`config.mk`:
```
export PLATFORM = sky130hd
export DESIGN_NAME = scs1_out_seq_flat
export DESIGN_NICKNAME = d
export VERILOG_FILES = /design/src/sv/scs1_pkg.sv /design/src/sv/scs1_if.sv /design/src/sv/scs1_out_seq.sv /design/src/flat_wrapper.sv
export SDC_FILE = /design/constraint.sdc
export NUM_CORES = 1
export LEC_CHECK = 0
export BUFFER_PORTS_ARGS = -buffer_cell sky130_fd_sc_hd__buf_2
export CELL_PAD_IN_SITES_DETAIL_PLACEMENT = 2
export CELL_PAD_IN_SITES_GLOBAL_PLACEMENT = 2
export CORE_MARGIN = 2
export CORE_UTILIZATION = 34
export CTS_CLUSTER_SIZE = 28
export DETAILED_ROUTE_END_ITERATION = 8
export PLACE_DENSITY_LB_ADDON = 0.2
export REMOVE_ABC_BUFFERS = 1
export SYNTH_ARGS = -nofsm -noshare
export SYNTH_HDL_FRONTEND = slang
export SYNTH_SLANG_ARGS = --single-unit
```
`constraint.sdc`:
```
create_clock -name clock -period 3.2 [get_ports clock]
set_clock_uncertainty 0.05 [all_clocks]
set_input_delay 0.48 -clock clock [delete_from_list [all_inputs] [get_ports clock]]
set_output_delay 0.48 -clock clock [all_outputs]
set_load 0.005 [all_outputs]
```
`src/sv/scs1_pkg.sv`:
```
package scs1_pkg;

   localparam int LAYOUTS_DEFAULT        = 3;
   localparam int KEYMAP_ENTRIES_DEFAULT = 128;

   // scan codes carry a 7 bit key number, so the key bitmap is fixed
   localparam int KEY_COUNT   = 128;
   localparam int MAX_CHARS   = 4;
   localparam int CSR_DATA_W  = 2;

   typedef logic [7:0] char_type;
   typedef logic [6:0] key_type;
   typedef logic [8:0] entry_type;

   typedef enum logic {
      KIND_SCAN      = 1'b0,
      KIND_MAP_WRITE = 1'b1
   } item_kind_type;

   typedef enum logic {
      CSR_REPEAT_ENABLE = 1'b0,
      CSR_LAYOUT_SELECT = 1'b1
   } csr_index_type;

   // prefix bytes
   localparam char_type SC_PREFIX_EXT   = 8'hE0;
   localparam char_type SC_PREFIX_PAUSE = 8'hE1;

   // key numbers
   localparam key_type KEY_BACKSPACE = 7'h0E;
   localparam key_type KEY_ENTER     = 7'h1C;
   localparam key_type KEY_CTRL      = 7'h1D;
   localparam key_type KEY_LSHIFT    = 7'h2A;
   localparam key_type KEY_RSHIFT    = 7'h36;
   localparam key_type KEY_ALT       = 7'h38;
   localparam key_type KEY_CAPS      = 7'h3A;
   localparam key_type KEY_NUM       = 7'h45;
   localparam key_type KEY_SCROLL    = 7'h46;
   localparam key_type KEY_HOME      = 7'h47;
   localparam key_type KEY_UP        = 7'h48;
   localparam key_type KEY_LEFT      = 7'h4B;
   localparam key_type KEY_RIGHT     = 7'h4D;
   localparam key_type KEY_END       = 7'h4F;
   localparam key_type KEY_DOWN      = 7'h50;
   localparam key_type KEY_DELETE    = 7'h53;

   // characters
   localparam char_type CH_BACKSPACE = 8'h08;
   localparam char_type CH_NEWLINE   = 8'h0A;
   localparam char_type CH_ESC       = 8'h1B;
   localparam char_type CH_BRACKET   = 8'h5B;
   localparam char_type CH_THREE     = 8'h33;
   localparam char_type CH_TILDE     = 8'h7E;
   localparam char_type CH_AT        = 8'h40;
   localparam char_type CH_UNDERSCORE = 8'h5F;
   localparam char_type CH_LOWER_A   = 8'h61;
   localparam char_type CH_LOWER_Z   = 8'h7A;
   localparam char_type CH_CASE_BIT  = 8'h20;
   localparam char_type CH_FIN_UP    = 8'h41;
   localparam char_type CH_FIN_DOWN  = 8'h42;
   localparam char_type CH_FIN_RIGHT = 8'h43;
   localparam char_type CH_FIN_LEFT  = 8'h44;
   localparam char_type CH_FIN_END   = 8'h46;
   localparam char_type CH_FIN_HOME  = 8'h48;

   // modifier bit positions
   localparam int MOD_SHIFT_L = 0;
   localparam int MOD_SHIFT_R = 1;
   localparam int MOD_CTRL_L  = 2;
   localparam int MOD_CTRL_R  = 3;
   localparam int MOD_ALT_L   = 4;
   localparam int MOD_ALT_R   = 5;

   // lock bit positions
   localparam int LOCK_CAPS   = 0;
   localparam int LOCK_NUM    = 1;
   localparam int LOCK_SCROLL = 2;

   typedef struct packed {
      char_type [MAX_CHARS-1:0] chars;
      logic [2:0]               count;
      logic                     reboot;
      logic [2:0]               locks;
   } bundle_type;

endpackage

```
`src/sv/scs1_if.sv`:
```


interface scs1_rsp_if;
   logic       valid;
   logic       ready;
   logic       has_char;
   logic [7:0] out_char;
   logic       last;
   logic       reboot_request;
   logic       caps_on;
   logic       num_on;
   logic       scroll_on;

   modport source (output valid, has_char, out_char, last, reboot_request, caps_on,
                   num_on, scroll_on, input ready);
   modport sink   (input valid, has_char, out_char, last, reboot_request, caps_on,
                   num_on, scroll_on, output ready);
endinterface

```
`src/sv/scs1_out_seq.sv`:
```
module scs1_out_seq (
   input  logic                 clock,
   input  logic                 reset,
   input  logic                 in_valid,
   output logic                 in_ready,
   input  scs1_pkg::bundle_type in_bundle,
   scs1_rsp_if.source           rsp_chan
);
   import scs1_pkg::*;

   bundle_type bundle_ff;
   logic       valid_ff;
   logic [1:0] idx_ff;
   logic [1:0] idx_in;
   logic [1:0] last_idx;
   logic       is_last;
   logic       done;
   logic       has_char;

   assign has_char = (bundle_ff.count != 3'd0);
   assign last_idx = has_char ? 2'(bundle_ff.count - 3'd1) : 2'd0;
   assign is_last  = (idx_ff == last_idx);
   assign done     = valid_ff && rsp_chan.ready && is_last;
   assign in_ready = !valid_ff || done;
   assign idx_in   = idx_ff + 2'd1;

   always_ff @(posedge clock) begin
      if (reset) begin
         valid_ff <= 1'b0;
         idx_ff   <= 2'd0;
      end else if (in_valid && in_ready) begin
         valid_ff <= 1'b1;
         idx_ff   <= 2'd0;
      end else if (done) begin
         valid_ff <= 1'b0;
      end else if (valid_ff && rsp_chan.ready) begin
         idx_ff <= idx_in;
      end
   end

   always_ff @(posedge clock) begin
      if (in_valid && in_ready) begin
         bundle_ff <= in_bundle;
      end
   end

   assign rsp_chan.valid          = valid_ff;
   assign rsp_chan.has_char       = has_char;
   assign rsp_chan.out_char       = has_char ? bundle_ff.chars[idx_ff] : 8'h00;
   assign rsp_chan.last           = is_last;
   assign rsp_chan.reboot_request = bundle_ff.reboot;
   assign rsp_chan.caps_on        = bundle_ff.locks[LOCK_CAPS];
   assign rsp_chan.num_on         = bundle_ff.locks[LOCK_NUM];
   assign rsp_chan.scroll_on      = bundle_ff.locks[LOCK_SCROLL];

endmodule

```
`src/flat_wrapper.sv`:
```
// flat-port wrapper written by rule: the top's interface ports become plain ports
module scs1_out_seq_flat import scs1_pkg::*;
  (clock, reset, in_valid, in_ready, in_bundle, rsp_chan_valid, rsp_chan_has_char, rsp_chan_out_char, rsp_chan_last, rsp_chan_reboot_request, rsp_chan_caps_on, rsp_chan_num_on, rsp_chan_scroll_on, rsp_chan_ready);
  scs1_rsp_if rsp_chan_i ();
  input  logic clock;
  input  logic reset;
  input  logic in_valid;
  output logic in_ready;
  input  scs1_pkg::bundle_type in_bundle;
  output wire logic [$bits(rsp_chan_i.valid)-1:0] rsp_chan_valid;
  output wire logic [$bits(rsp_chan_i.has_char)-1:0] rsp_chan_has_char;
  output wire logic [$bits(rsp_chan_i.out_char)-1:0] rsp_chan_out_char;
  output wire logic [$bits(rsp_chan_i.last)-1:0] rsp_chan_last;
  output wire logic [$bits(rsp_chan_i.reboot_request)-1:0] rsp_chan_reboot_request;
  output wire logic [$bits(rsp_chan_i.caps_on)-1:0] rsp_chan_caps_on;
  output wire logic [$bits(rsp_chan_i.num_on)-1:0] rsp_chan_num_on;
  output wire logic [$bits(rsp_chan_i.scroll_on)-1:0] rsp_chan_scroll_on;
  input wire logic [$bits(rsp_chan_i.ready)-1:0] rsp_chan_ready;
  assign rsp_chan_valid = rsp_chan_i.valid;
  assign rsp_chan_has_char = rsp_chan_i.has_char;
  assign rsp_chan_out_char = rsp_chan_i.out_char;
  assign rsp_chan_last = rsp_chan_i.last;
  assign rsp_chan_reboot_request = rsp_chan_i.reboot_request;
  assign rsp_chan_caps_on = rsp_chan_i.caps_on;
  assign rsp_chan_num_on = rsp_chan_i.num_on;
  assign rsp_chan_scroll_on = rsp_chan_i.scroll_on;
  assign rsp_chan_i.ready = rsp_chan_ready;
  scs1_out_seq u_core (.clock(clock), .reset(reset), .in_valid(in_valid), .in_ready(in_ready), .in_bundle(in_bundle), .rsp_chan(rsp_chan_i));
endmodule
```
==> results.tsv <==
metric	value	unit
status	finished clean	
num_vias	1074	
finalHoldViolCount	0	
num-fill-cells	490	
worstPathRequired	2.67	ns
gp_congestion	0.706	
syn_area	1720	sq um
placedCellCount	216	
final_net_count	199	
postCtsSetupRepairBufs	0	
ys_ff_latch	42	
setup_viol	0	
ys_warn_count	0	
clock-sinks	42	
start_kind	register	
p_leak	0.000821	uW
tightest_slew	0.669	ns
p_int	861	uW
r2r-start	u_core.idx_ff[1]	
hold_path_class	primary input to register	
power_frac_clock	29.3	%
ir_drop	0.289	mV
core_area	4820	sq um
routed_via_density	4.79	
arrival	1.97	ns
drt-wirelength-per-cell	15.9	microns
rsz0062_at_grt	no	
start_util	35.8	%
grt_pass1_vias	1218	
postSynthAreaPerCell	18.9	sq um
syn-instance-count	91	
cts_resized	0	
grt_max_degree	42	
worstSetupPathType	register to output pin	
insertion_delay	0.29	ns
postRouteWirelength	3.55	mm
yosysSeqAreaShare	71.5	%
cts_tree	done	
first_pass_iters	4	
p_total	1110	uW
dr.first_iter.drc_count	36	
htreeDepth	2	
fin_crit	2.50	ns
min_period_over_period	78.3	%
grt_pass1_wl	5.78	mm
power_frac_seq	59.7	%
clkTransAtPathRegs	0.08	ns
overflow	0	
drive_gt1_share	52.9	%
die_w	75.2	microns
n_antenna_cell	0	
io_pins	59	
final_cell_mix	buf_2, edfxtp_1, mux4_2	
max_freq	0.399	GHz
clockBufferDepth	2	
path_max_fanout	10	
power_switching	252	uW
cap_violations	0	
min_from	in_bundle[1]	
worst_setup_path_end_kind	output pin	
p_sw_share	22.6	%
ys_types	29	
ant_nets	0	
slew_viol_final	0	
relSlewSlack	55.1	%
critPathLaunch	u_core.idx_ff[0]	
syn_to_final_growth	27.0	%
row_count	25	
cts_buffers	5	
multiInputGateArea	468	sq um
layout_commonest_cell	buf_2	
tns	0	ns
grt_antenna_before_repair	0	
finish.utilization	45.4	%
dpl.hpwl	2.69	mm
grt.total_usage	14.2	%
instances_no_fill	224	
cts_root_buf	clkbuf_8	
die_h	75.2	microns
die_area	5650	sq um
seqCellArea	1230	sq um
ctsHoldBuffers	0	
placement.io_buffers	58	
powerDensity	508	nW/um^2
drc_errors	0	
combPwrFrac	11.0	%
-- sequential cells by signal (all words and copies together) (netlist names) --
| signal | flops |
|---|---|
| u_core.rsp_chan.valid | 1 |
| u_core.rsp_chan.num_on | 1 |
| u_core.bundle_ff | 35 |
| u_core.rsp_chan.reboot_request | 1 |
| u_core.rsp_chan.scroll_on | 1 |
| u_core.idx_ff | 2 |
| u_core.rsp_chan.caps_on | 1 |
-- power groups by stage --
stage               logic [uW]  registers (uW)  clock network [uW]
finish                     122             664                 326
global route               135             670                 361
CTS                        127             665                 341
detailed placement         126             677                   0
global placement           121             674                   0
floorplan                 58.7             674                   0
-- layout make-up --
type / count / share of cell area (%)
flip-flops and latches: 42 / 56.3
multi-input cells: 44 / 21.4
repair buffers: 61 / 14.3
well taps: 67 / 3.83
clock buffers: 5 / 3.14
clock inverters: 3 / 0.743
inverters: 2 / 0.343
-- worst paths after layout --
| kind | to | slack, ns | cells past startpoint |
|---|---|---|---|
| setup / recovery | rsp_chan_out_char[2] | 0.70 | 4 |
| hold reg to reg | u_core.rsp_chan.valid | 0.54 | 2 |
| setup reg to reg | u_core.bundle_ff[17] | 1.10 | 3 |
| hold / removal | u_core.rsp_chan.num_on | 0.31 | 1 |
-- worst max-delay path, stage by stage, from the launching register on --
cell and delay, ns:
dfxtp_1 0.59, buf_4 0.28, mux4_2 0.51, and2b_1 0.18, buf_2 0.12
-- cells by family (layout without fill, tap and decap cells) --
kind of cell	after synthesis	count (layout)	synth area share, %
AOI/OAI and AO/OA	11	11	6.32
and+or+nand+nor	23	23	8.35
muxes	10	10	11.8
buffers and inverters	5	71	2.03
DFF	42	42	71.5
-- metal layers --
layer | vias to the layer above | global-route usage [%] | share of wire [%]
met1 | 538 | 16.7 | 40
met4 | 0 | 5.26 | 1.6
met3 | 7 | 4.69 | 5.9
met5 | - | 0 | 0
met2 | 36 | 24.3 | 53
li1 | 493 | - | -
-- stage by stage --
stage | instance area, sq um | setup WS [ns] | hold slack [ns]
2_1_floorplan | 1700 | 0.629 | 0.498
3_3_place_gp | 2100 | 0.970 | 0.514
3_5_place_dp | 2100 | 0.982 | 0.540
4_1_cts | 2190 | 0.648 | 0.301
5_1_grt | 2190 | 0.548 | 0.291
6_report | 2190 | 0.696 | 0.311
-- cell usage after synthesis --
library cell | number | share of area, %
edfxtp_1 | 39 | 68
mux4_2 | 8 | 10
nor2b_1 | 7 | 2.5
and2b_1 | 3 | 1.3
dfxtp_1 | 3 | 3.5
nor3_1 | 3 | 0.87
buf_6 | 2 | 1.3
inv_1 | 2 | 0.44
nand2b_1 | 2 | 0.73
nand3_1 | 2 | 0.58
nor2_1 | 2 | 0.44
a211oi_1 | 1 | 0.44
a21bo_1 | 1 | 0.58
a21bo_2 | 1 | 0.58
a21o_1 | 1 | 0.44
a21oi_2 | 1 | 0.51
a221oi_1 | 1 | 0.51
a22oi_2 | 1 | 0.73
a311oi_2 | 1 | 0.87
and3b_1 | 1 | 0.51
buf_2 | 1 | 0.29
mux2i_1 | 1 | 0.58
mux2i_2 | 1 | 0.80
nand2_1 | 1 | 0.22
nand3b_1 | 1 | 0.44
nor3b_2 | 1 | 0.73
o21ai_0 | 1 | 0.29
o221ai_2 | 1 | 0.87
o31a_1 | 1 | 0.51
(Power assumes the default switching activity.)
