`src/sv/scs1_pkg.sv`:
```
package scs1_pkg;

   localparam int LAYOUTS_DEFAULT        = 3;
   localparam int KEYMAP_ENTRIES_DEFAULT = 128;

   // scan codes carry a 7 bit key number, so the key bitmap is fixed
   localparam int KEY_COUNT   = 128;
   localparam int MAX_CHARS   = 4;
   localparam int CSR_DATA_W  = 2;

   typedef logic [7:0] char_type;
   typedef logic [6:0] key_type;
   typedef logic [8:0] entry_type;

   typedef enum logic {
      KIND_SCAN      = 1'b0,
      KIND_MAP_WRITE = 1'b1
   } item_kind_type;

   typedef enum logic {
      CSR_REPEAT_ENABLE = 1'b0,
      CSR_LAYOUT_SELECT = 1'b1
   } csr_index_type;

   // prefix bytes
   localparam char_type SC_PREFIX_EXT   = 8'hE0;
   localparam char_type SC_PREFIX_PAUSE = 8'hE1;

   // key numbers
   localparam key_type KEY_BACKSPACE = 7'h0E;
   localparam key_type KEY_ENTER     = 7'h1C;
   localparam key_type KEY_CTRL      = 7'h1D;
   localparam key_type KEY_LSHIFT    = 7'h2A;
   localparam key_type KEY_RSHIFT    = 7'h36;
   localparam key_type KEY_ALT       = 7'h38;
   localparam key_type KEY_CAPS      = 7'h3A;
   localparam key_type KEY_NUM       = 7'h45;
   localparam key_type KEY_SCROLL    = 7'h46;
   localparam key_type KEY_HOME      = 7'h47;
   localparam key_type KEY_UP        = 7'h48;
   localparam key_type KEY_LEFT      = 7'h4B;
   localparam key_type KEY_RIGHT     = 7'h4D;
   localparam key_type KEY_END       = 7'h4F;
   localparam key_type KEY_DOWN      = 7'h50;
   localparam key_type KEY_DELETE    = 7'h53;

   // characters
   localparam char_type CH_BACKSPACE = 8'h08;
   localparam char_type CH_NEWLINE   = 8'h0A;
   localparam char_type CH_ESC       = 8'h1B;
   localparam char_type CH_BRACKET   = 8'h5B;
   localparam char_type CH_THREE     = 8'h33;
   localparam char_type CH_TILDE     = 8'h7E;
   localparam char_type CH_AT        = 8'h40;
   localparam char_type CH_UNDERSCORE = 8'h5F;
   localparam char_type CH_LOWER_A   = 8'h61;
   localparam char_type CH_LOWER_Z   = 8'h7A;
   localparam char_type CH_CASE_BIT  = 8'h20;
   localparam char_type CH_FIN_UP    = 8'h41;
   localparam char_type CH_FIN_DOWN  = 8'h42;
   localparam char_type CH_FIN_RIGHT = 8'h43;
   localparam char_type CH_FIN_LEFT  = 8'h44;
   localparam char_type CH_FIN_END   = 8'h46;
   localparam char_type CH_FIN_HOME  = 8'h48;

   // modifier bit positions
   localparam int MOD_SHIFT_L = 0;
   localparam int MOD_SHIFT_R = 1;
   localparam int MOD_CTRL_L  = 2;
   localparam int MOD_CTRL_R  = 3;
   localparam int MOD_ALT_L   = 4;
   localparam int MOD_ALT_R   = 5;

   // lock bit positions
   localparam int LOCK_CAPS   = 0;
   localparam int LOCK_NUM    = 1;
   localparam int LOCK_SCROLL = 2;

   typedef struct packed {
      char_type [MAX_CHARS-1:0] chars;
      logic [2:0]               count;
      logic                     reboot;
      logic [2:0]               locks;
   } bundle_type;

endpackage

```
`src/sv/scs1_keydown_ram.sv`:
```
module scs1_keydown_ram (
   input  logic              clock,
   input  logic              reset,
   input  logic              wr_enable,
   input  scs1_pkg::key_type wr_index,
   input  logic              wr_data,
   input  logic              rd_enable,
   input  scs1_pkg::key_type rd_index,
   output logic              rd_data
);
   import scs1_pkg::*;

   logic                 mem [KEY_COUNT];
   logic [KEY_COUNT-1:0] valid_ff;
   logic                 rd_data_ff;

   always_ff @(posedge clock) begin
      if (reset) begin
         valid_ff <= '0;
      end else if (wr_enable) begin
         valid_ff[wr_index] <= 1'b1;
      end
   end

   always_ff @(posedge clock) begin
      if (wr_enable) begin
         mem[wr_index] <= wr_data;
      end
   end

   // write-first: a write on the same edge to the same key wins
   always_ff @(posedge clock) begin
      if (rd_enable) begin
         if (wr_enable && (wr_index == rd_index)) begin
            rd_data_ff <= wr_data;
         end else begin
            rd_data_ff <= valid_ff[rd_index] & mem[rd_index];
         end
      end
   end

   assign rd_data = rd_data_ff;

endmodule

```
`config.mk`:
```
export PLATFORM = sky130hd
export DESIGN_NAME = scs1_keydown_ram
export DESIGN_NICKNAME = d
export VERILOG_FILES = /design/src/sv/scs1_pkg.sv /design/src/sv/scs1_keydown_ram.sv
export SDC_FILE = /design/constraint.sdc
export NUM_CORES = 1
export LEC_CHECK = 0
export BUFFER_PORTS_ARGS = -buffer_cell sky130_fd_sc_hd__buf_2
export CAP_MARGIN = 30
export CORE_MARGIN = 2
export CORE_UTILIZATION = 25
export DETAILED_ROUTE_END_ITERATION = 8
export PLACE_DENSITY = 0.4
export SYNTH_ARGS = -nofsm -noshare
export SYNTH_HDL_FRONTEND = slang
export SYNTH_SLANG_ARGS = --single-unit
```
`constraint.sdc`:
```
create_clock -name clock -period 5.5 [get_ports clock]
set_input_delay 1.1 -clock clock [delete_from_list [all_inputs] [get_ports clock]]
set_output_delay 1.1 -clock clock [all_outputs]
set_load 0.02 [all_outputs]
```
==> reports/metrics.yaml, run 1 <==
outcome:
  result_of_the_run: "complete, no violations"
synthesis:
  synth.yosys.seq_area_share_pct: 65.3
  synthDistinctLibCells: 51
  number_of_synthesized_flops_with_an_enable_pin: 129
  synth_nets: 1003
  synth.top_cells.by_area: "edfxtp_1 (39%), dfxtp_1 (26%), nor2_1 (15%), nand3_1 (3.4%), nand2_1 (2.4%)"
  post-synth-top-area-fraction_pct: 39.3
  postSynth.asyncResetShare_pct: 0
  synth_area_per_cell_um2: 10.0
  yosys_register_bits: 257
  post_synth_inst_count: 984
  yosys_warnings: 0
  synth_top_flop_cell: "edfxtp_1"
  netlist.top_cell.by_area: "edfxtp_1"
  syn_area_um2: 9860
floorplan:
  design.core.area_um2: 38800
  starting_density_of_the_core_pct: 25.4
  dieWidth_um: 203
  io_pins: 20
  chip_height_um: 203
  dieArea_um2: 41000
  row_count: 72
power:
  p_seq_share_pct: 49.3
  p_leak_uw: 0.00363
  power_report.internal_total_uw: 3210
  p_sw_share_pct: 21.8
  clock_network_power_share_pct: 46.7
  power_per_cell_area_nw_per_um2: 360
  power.share.combinational_pct: 4.1
  report.power.total_uw: 4100
  irDropWorstVdd_uv: 146
  p_sw_uw: 894
sta:
  maximum_clock_frequency_mhz: 321
  worst_clock_skew_ns: 0.00710
  post-route-min-period_ns: 3.11
  setup_repair_after_global_routing_missed_its_margin: "false"
  hold_viol_final: 0
  fin_setup_tns_ns: 0
  worst_hold_slack_after_final_layout_ns: 0.461
  finalCritPeriodShare_pct: 56.6
  setup_viol: 0
  tightestPinTransition_ns: 0.915
  number_of_pins_with_negative_max_slew_slack_in_the_final_report: 0
  timing.slew.headroom_pct: 39.0
drt:
  amount_of_wire_on_met3_after_detailed_routing_um: 1140
  highest-signal-layer: "met5"
  drt-vias-per-instance: 4.51
  drt-initial-drc-count: 431
  detailed_route_wl_um: 27900
  drt_drc_violations_left: 0
  antenna_violating_nets_post_route: 0
  dr_total_vias: 6932
  detailed_router_iteration_count_before_antenna_repair: 6
  wl_met1_um: 13400
  wl_per_cell_um: 18.2
  detailroute.wirelength.met2_um: 12900
global_route:
  antenna_found_initial: 2
  grt_usage_pct: 13.7
  grt_pass1_vias: 7182
  largest_net_degree_at_the_start_of_global_routing: 79
  grt_pass1_wl_um: 43600
  grt_remaining_overflow: 0
finish:
  design_area_um2: 11400
  proportion_of_layout_cells_with_a_drive_suffix_above_1_pct: 8.26
  area_growth_pct: 15.8
  finalNonFillerCells: 1536
  layout_commonest_cell: "nor2_1"
  layout_common_cells: "nor2_1 (391), edfxtp_1 (129), dfxtp_1 (128)"
  nets: 1013
job:
  max_cap_viol_count: 0
clock_tree:
  cts.sink_count: 257
  max-clock-path-buffers: 3
  cts_hold_bufs: 0
  insertion_delay_ns: 0.55
  clk_root_buffer_cell: "clkbuf_16"
  cts-buffers-inserted: 30
  post_cts.resized_instances: 0
  h-tree-depth: 1
  path_clk_slew_ns: 0.06
  tritoncts: "built"
  cts_setup_buffers: 0
worst_setup_path:
  worstSetupStartpointType: "primary input"
  cp_data_arrival_time_ns: 3.48
  crit_path_cell_trace: "buf_2 -> nor2b_1 -> o211ai_1 -> a41oi_1 -> a221o_1 -> o221ai_1 -> a211oi_1"
  cp.required_ns: 5.87
  critical_path_launch_point: "rd_index[0]"
  worst-path-max-fanout: 34
  crit_path_max_incr_delay_ns: 0.74
  cp-end-kind: "flip-flop"
  slowest_cell_on_crit_path: "nor2b_1"
  timing.setup.critical_path_class: "in -> reg"
  r2r_start: "mem[48]"
placed_design:
  detailedPlacementHpwl_um: 17600
  i_o_buffers: 19
  dpl.cell_count: 1479
  placed_cell_area_um2: 10400
  gp_congestion: 0.757
worst_hold_path:
  hold_path.class: "reg -> reg"
  worstHoldStart: "valid_ff[105]"
[flip-flops by register name, summed over array words and instances (netlist names)]
register	flops
rd_data	1
valid_ff	128
mem	128
[stage by stage]
stage	utilization, %	setup WS (ns)
finish	29.4	2.39
global route	29.4	2.06
CTS	29.4	2.32
detailed placement	26.9	1.74
global placement	26.8	1.90
floorplan	-	2.93
[kinds of logic after synthesis]
| family | share of synthesized area (%) |
|---|---|
| AOI/OAI and AO/OA | 6.32 |
| muxes | 0.685 |
| DFF | 65.3 |
| buffers and inverters | 2.89 |
| xor gates and xnor gates | 0.622 |
| and+or+nand+nor | 24.2 |
[worst max-delay path, delay by kind of cell]
kind            cells  cell delay (ns)
buf+inv             1             0.54
simple gates        1             0.74
compound gates      5             1.09
[power groups by stage]
stage / Clock [uW] / Combinational (uW) / Sequential (uW)
final: 1910 / 168 / 2020
after global routing: 2050 / 185 / 2020
after CTS: 1960 / 172 / 2020
after detailed placement: 0 / 171 / 2060
after global placement: 0 / 169 / 2060
after floorplan: 0 / 96.9 / 2060
[cells in the mapped netlist, drive strengths merged (3+ instances only)]
master and count:
nor2 394, edfxtp 129, dfxtp 128, nand3 66, nand2 63, o211ai 28, clkbuf 26, o21ai 26
buf 25, nand4 11, and3 8, nor2b 8, xnor2 7, a31oi 5, inv 5, or2 5
a311oi 4, nand3b 4, o2111ai 4, and3b 3, mux4 3, nor3 3, o221ai 3
[cell type report]
| cell class | count | area [um^2] |
|---|---|---|
| antenna | 1 | 2.50 |
| clock buffer | 48 | 900 |
| clock inverter | 7 | 57.6 |
| fill | 4044 | 27400 |
| inverter | 5 | 18.8 |
| multi-input combinational | 671 | 3140 |
| sequential | 257 | 6440 |
| tap | 518 | 648 |
| timing repair buffer | 29 | 218 |
[routing by layer]
metal	GRT usage [%]	up-vias
li1	-	3391
met1	18.7	3387
met2	22.6	113
met3	2.58	39
met4	3.08	2
met5	0	-
[path summary, 6_finish.rpt]
check                       end  slack (ns)  depth (start not counted)
setup reg to reg        rd_data        3.47                          7
setup / recovery        rd_data        2.39                          7
hold / removal    valid_ff[105]        0.46                          2
hold reg to reg   valid_ff[105]        0.46                          2
Power figures use the tool's default switching activity.
==> run 2: changes to the inputs <==
==> constraint.sdc (replaced) <==
create_clock -name clock -period 3.3 [get_ports clock]
set_input_delay 0.66 -clock clock [delete_from_list [all_inputs] [get_ports clock]]
set_output_delay 0.66 -clock clock [all_outputs]
set_load 0.02 [all_outputs]
==> run 2 against run 1 <==
  * Critical path depth increased by 2
  * Global-route usage increased by 0.076 points
  * First-iteration DRC count decreased by 19%
==> reports/metrics.yaml, run 2 (synthesis gave the netlist of run 1 again) <==
placed_design:
  i_o_buffers: 19
  gp_congestion: 0.730
  dp_worst_setup_slack_ns: 0.502
  dpl.cell_count: 1488
  detailedPlacementHpwl_um: 17900
  placed_cell_area_um2: 10500
job:
  max_cap_viol_count: 0
drt:
  detailed_route_wl_um: 27900
  antenna_violating_nets_post_route: 0
  drt-vias-per-instance: 4.48
  dr_total_vias: 6914
  detailed_router_iteration_count_before_antenna_repair: 5
  drt-initial-drc-count: 347
  drt_drc_violations_left: 0
  wl_per_cell_um: 18.1
sta:
  fin_setup_tns_ns: 0
  setup_repair_after_global_routing_missed_its_margin: "false"
  worst_clock_skew_ns: 0.0104
  tightestPinTransition_ns: 0.935
  finalCritPeriodShare_pct: 68.1
  final_critical_path_setup_slack_ns: 1.05
  maximum_clock_frequency_mhz: 445
  timing.slew.headroom_pct: 37.7
  number_of_pins_with_negative_max_slew_slack_in_the_final_report: 0
  setup_viol: 0
  hold_viol_final: 0
  post-route-min-period_ns: 2.25
worst_setup_path:
  setup.worst_path.end: "rd_data"
  cp.required_ns: 3.58
  regToRegEndpoint: "rd_data"
  reg2reg_depth: 7
  crit_path_max_incr_delay_ns: 0.55
  setup_slack_of_the_worst_register_to_register_path_ns: 1.40
  worstSetupStartpointType: "primary input"
  worst-path-max-fanout: 12
  r2r_start: "mem[48]"
  crit_path_cell_trace: "buf_2 -> nor2b_1 -> buf_4 -> o211ai_1 -> nand4_1 -> nor2_1 -> o21ai_0 -> nor4b_1 -> a211oi_1"
  cp_data_arrival_time_ns: 2.53
  cp-end-kind: "flip-flop"
  timing.setup.critical_path_class: "in -> reg"
  critical_path_launch_point: "rd_index[0]"
  slowest_cell_on_crit_path: "nor2b_1"
power:
  p_leak_uw: 0.00365
  clock_network_power_share_pct: 46.3
  p_seq_share_pct: 49.5
  power.share.combinational_pct: 4.2
  irDropWorstVdd_uv: 306
  p_sw_uw: 1490
  power_per_cell_area_nw_per_um2: 595
  p_sw_share_pct: 21.9
  power_report.internal_total_uw: 5320
finish:
  layout_common_cells: "nor2_1 (391), edfxtp_1 (129), dfxtp_1 (128)"
  design_area_um2: 11400
  finalNonFillerCells: 1544
  nets: 1021
  layout_commonest_cell: "nor2_1"
  area_growth_pct: 16.1
  proportion_of_layout_cells_with_a_drive_suffix_above_1_pct: 8.88
  final_core_util_pct: 29.5
floorplan:
  io_pins: 20
  dieArea_um2: 41000
  chip_height_um: 203
  row_count: 72
  design.core.area_um2: 38800
  dieWidth_um: 203
  starting_density_of_the_core_pct: 25.4
clock_tree:
  cts-buffers-inserted: 30
  path_clk_slew_ns: 0.06
  cts.sink_count: 257
  h-tree-depth: 1
  insertion_delay_ns: 0.54
  cts_setup_buffers: 0
  post_cts.resized_instances: 0
  cts_hold_bufs: 0
  tritoncts: "built"
  clk_root_buffer_cell: "clkbuf_16"
  max-clock-path-buffers: 3
outcome:
  result_of_the_run: "complete, no violations"
global_route:
  grt_pass1_wl_um: 43800
  grt_remaining_overflow: 0
  grt_pass1_vias: 7272
  antenna_found_initial: 1
  largest_net_degree_at_the_start_of_global_routing: 64
  grt_usage_pct: 13.8
worst_hold_path:
  hold_path.class: "in -> reg"
run 2: how the worst min path moves through the flow:
stage	startpoint	end	slack [ns]	cells past startpoint
2_1_floorplan	valid_ff[65]	valid_ff[65]	0.43	2
3_3_place_gp	valid_ff[121]	valid_ff[121]	0.44	2
3_5_place_dp	valid_ff[97]	valid_ff[97]	0.45	2
4_1_cts	rd_enable	rd_data	0.35	1
5_1_grt	rd_enable	rd_data	0.34	1
6_report	rd_enable	rd_data	0.36	1
run 2: power by group through the flow:
stage / Clock, uW / Combinational [uW] / Sequential [uW]
detailed placement: 0 / 295 / 3440
floorplan: 0 / 162 / 3440
global route: 3390 / 318 / 3370
finish: 3150 / 286 / 3370
global placement: 0 / 295 / 3440
CTS: 3260 / 296 / 3370
run 2: per-layer routing:
metal,part of all wire (%),vias up,GRT usage (%)
met5,0,-,0
li1,-,3408,-
met3,3.7,31,2.20
met4,1.7,0,3.02
met2,49,89,23.9
met1,45,3386,18.1
run 2: critical path: cells and delay by family:
kind	cells	cell delay, ns
and+or+nand+nor	4	1.05
buffers and inverters	2	0.50
AOI/OAI and AO/OA	3	0.31
run 2: final cells by class:
type | count | area (um^2)
timing repair buffer | 37 | 260
multi-input combinational | 671 | 3140
clock buffer | 47 | 876
inverter | 5 | 18.8
tap | 518 | 648
fill | 4075 | 27400
clock inverter | 8 | 62.6
sequential | 257 | 6440
antenna | 1 | 2.50
run 2: per-stage QoR:
stage	total power, uW	hold slack, ns
2_1_floorplan	3600	0.432
3_3_place_gp	3730	0.442
3_5_place_dp	3730	0.452
4_1_cts	6920	0.353
5_1_grt	7080	0.341
6_report	6810	0.357
==> run 3: changes to the inputs <==
--- a/config.mk
+++ b/config.mk
@@ -10,7 +10,7 @@
 export CORE_MARGIN = 2
 export CORE_UTILIZATION = 25
 export DETAILED_ROUTE_END_ITERATION = 8
-export PLACE_DENSITY = 0.4
+export PLACE_DENSITY = 0.41
 export SYNTH_ARGS = -nofsm -noshare
 export SYNTH_HDL_FRONTEND = slang
 export SYNTH_SLANG_ARGS = --single-unit
==> constraint.sdc (replaced) <==
create_clock -name clock -period 1.89 [get_ports clock]
set_input_delay 0.378 -clock clock [delete_from_list [all_inputs] [get_ports clock]]
set_output_delay 0.378 -clock clock [all_outputs]
set_load 0.02 [all_outputs]
==> run 3 against run 2 <==
  * Critical path depth is 3 lower
  * Non-clock buffer count is 88 higher
  * Global-route usage is 0.67 points higher
  * Sequential power is 74% higher
  * Worst hold slack worse by 0.28 ns
  * Critical endpoint unchanged
==> reports/metrics.yaml, run 3 (synthesis gave the netlist of run 1 again) <==
floorplan:
  dieWidth_um: 203
  row_count: 72
  dieArea_um2: 41000
  chip_height_um: 203
  design.core.area_um2: 38800
  starting_density_of_the_core_pct: 25.4
  io_pins: 20
outcome:
  result_of_the_run: "complete, no violations"
worst_setup_path:
  setup_slack_of_the_worst_register_to_register_path_ns: 0.06
  worst-path-max-fanout: 1
  cp-end-kind: "flip-flop"
  cp.required_ns: 2.18
  setup.worst_path.end: "rd_data"
  cp_data_arrival_time_ns: 2.12
  regToRegEndpoint: "rd_data"
  reg2reg_depth: 6
  timing.setup.critical_path_class: "reg -> reg"
  r2r_start: "mem[71]"
  critical_path_launch_point: "mem[71]"
  worstSetupStartpointType: "flip-flop"
global_route:
  grt_remaining_overflow: 0
  grt_usage_pct: 14.5
  grt_pass1_vias: 7332
  largest_net_degree_at_the_start_of_global_routing: 61
  grt_pass1_wl_um: 44900
  antenna_found_initial: 0
sta:
  setup_viol: 0
  post-route-min-period_ns: 1.83
  hold_viol_final: 0
  number_of_pins_with_negative_max_slew_slack_in_the_final_report: 0
  maximum_clock_frequency_mhz: 547
  tightestPinTransition_ns: 0.469
  finalCritPeriodShare_pct: 96.7
  worst_clock_skew_ns: 0.0178
  timing.slew.headroom_pct: 68.8
  setup_repair_after_global_routing_missed_its_margin: "false"
  fin_setup_tns_ns: 0
drt:
  antenna_violating_nets_post_route: 0
  detailed_route_wl_um: 29300
  drt-vias-per-instance: 4.46
  drt_drc_violations_left: 0
  detailed_router_iteration_count_before_antenna_repair: 5
  dr_total_vias: 7262
  wl_per_cell_um: 18.0
  drt-initial-drc-count: 455
clock_tree:
  cts_setup_buffers: 0
  clk_root_buffer_cell: "clkbuf_16"
  cts-buffers-inserted: 29
  tritoncts: "built"
  path_clk_slew_ns: 0.06
  cts.sink_count: 257
  max-clock-path-buffers: 3
  insertion_delay_ns: 0.54
  cts_hold_bufs: 0
  h-tree-depth: 1
placed_design:
  gp_congestion: 0.769
  detailedPlacementHpwl_um: 19400
  i_o_buffers: 19
finish:
  layout_common_cells: "nor2_1 (391), edfxtp_1 (129), dfxtp_1 (128)"
  nets: 1108
  diodes_inserted: 0
  total_of_fill_cells_in_the_finished_design: 4055
  proportion_of_layout_cells_with_a_drive_suffix_above_1_pct: 16.2
  area_growth_pct: 23.7
  layout_commonest_cell: "nor2_1"
power:
  p_leak_uw: 0.00410
  power_per_cell_area_nw_per_um2: 960
  report.power.total_uw: 11700
  irDropWorstVdd_uv: 551
worst_hold_path:
  hold_path.class: "in -> reg"
  worstHoldStart: "rd_enable"
job:
  max_cap_viol_count: 0
-- run 3: worst max-delay path, stage by stage (launching register included) --
cell and delay [ns]:
edfxtp_1 0.35, and3_1 0.19, a311o_1 0.29, a41o_1 0.23
a221o_1 0.32, o221ai_1 0.10, a211oi_1 0.11
-- run 3: routing by layer --
| layer | vias up | routed length [um] | GRT usage (%) |
|---|---|---|---|
| met3 | 40 | 1110 | 2.22 |
| met5 | - | 0 | 0 |
| li1 | 3580 | - | - |
| met1 | 3543 | 13600 | 19.3 |
| met2 | 99 | 13900 | 24.3 |
| met4 | 0 | 657 | 4.07 |
-- run 3: per-stage QoR --
stage          hold slack (ns)  setup slack, ns  std cells  util, %  cell area (um^2)
6_report                0.0732           0.0631       1627     31.4             12200
5_1_grt                 0.0489          0.00151       1627     31.4             12200
4_1_cts                 0.0504          -0.0214       1627     31.3             12200
3_5_place_dp             0.453           -0.427       1576     29.1             11300
3_3_place_gp             0.445           -0.441       1576     29.1             11300
2_1_floorplan            0.432           0.0376        984        -              9860
-- run 3: layout make-up --
class,count,area [um^2],area share (%)
flip-flops and latches,257,6440,52.8
clock inverters,2,8.76,0.0718
repair buffers,125,1060,8.68
clock buffers,49,851,6.98
inverters,5,18.8,0.154
multi-input cells,671,3180,26.0
well taps,518,648,5.31
-- run 3: what timing repair did --
item | in CTS | in global routing
cloned | 0 | 0
setup endpoints to repair | 1 | 1
resized for setup | 2 | 6
pin swaps | 3 | 6
-- run 3: worst min path at each step --
| stage | to | cells after the start |
|---|---|---|
| 2_1_floorplan | valid_ff[65] | 2 |
| 3_3_place_gp | valid_ff[97] | 2 |
| 3_5_place_dp | valid_ff[48] | 2 |
| 4_1_cts | rd_data | 1 |
| 5_1_grt | rd_data | 1 |
| 6_report | rd_data | 1 |
-- run 3: power by group --
| part | leakage (uW) | internal, uW | total (uW) | switching, uW |
|---|---|---|---|---|
| Combinational | 0.00149 | 229 | 646 | 417 |
| Clock | 0.000417 | 3020 | 5180 | 2170 |
| Sequential | 0.00219 | 5870 | 5880 | 10.4 |
| Total | 0.00410 | 9120 | 11700 | 2590 |
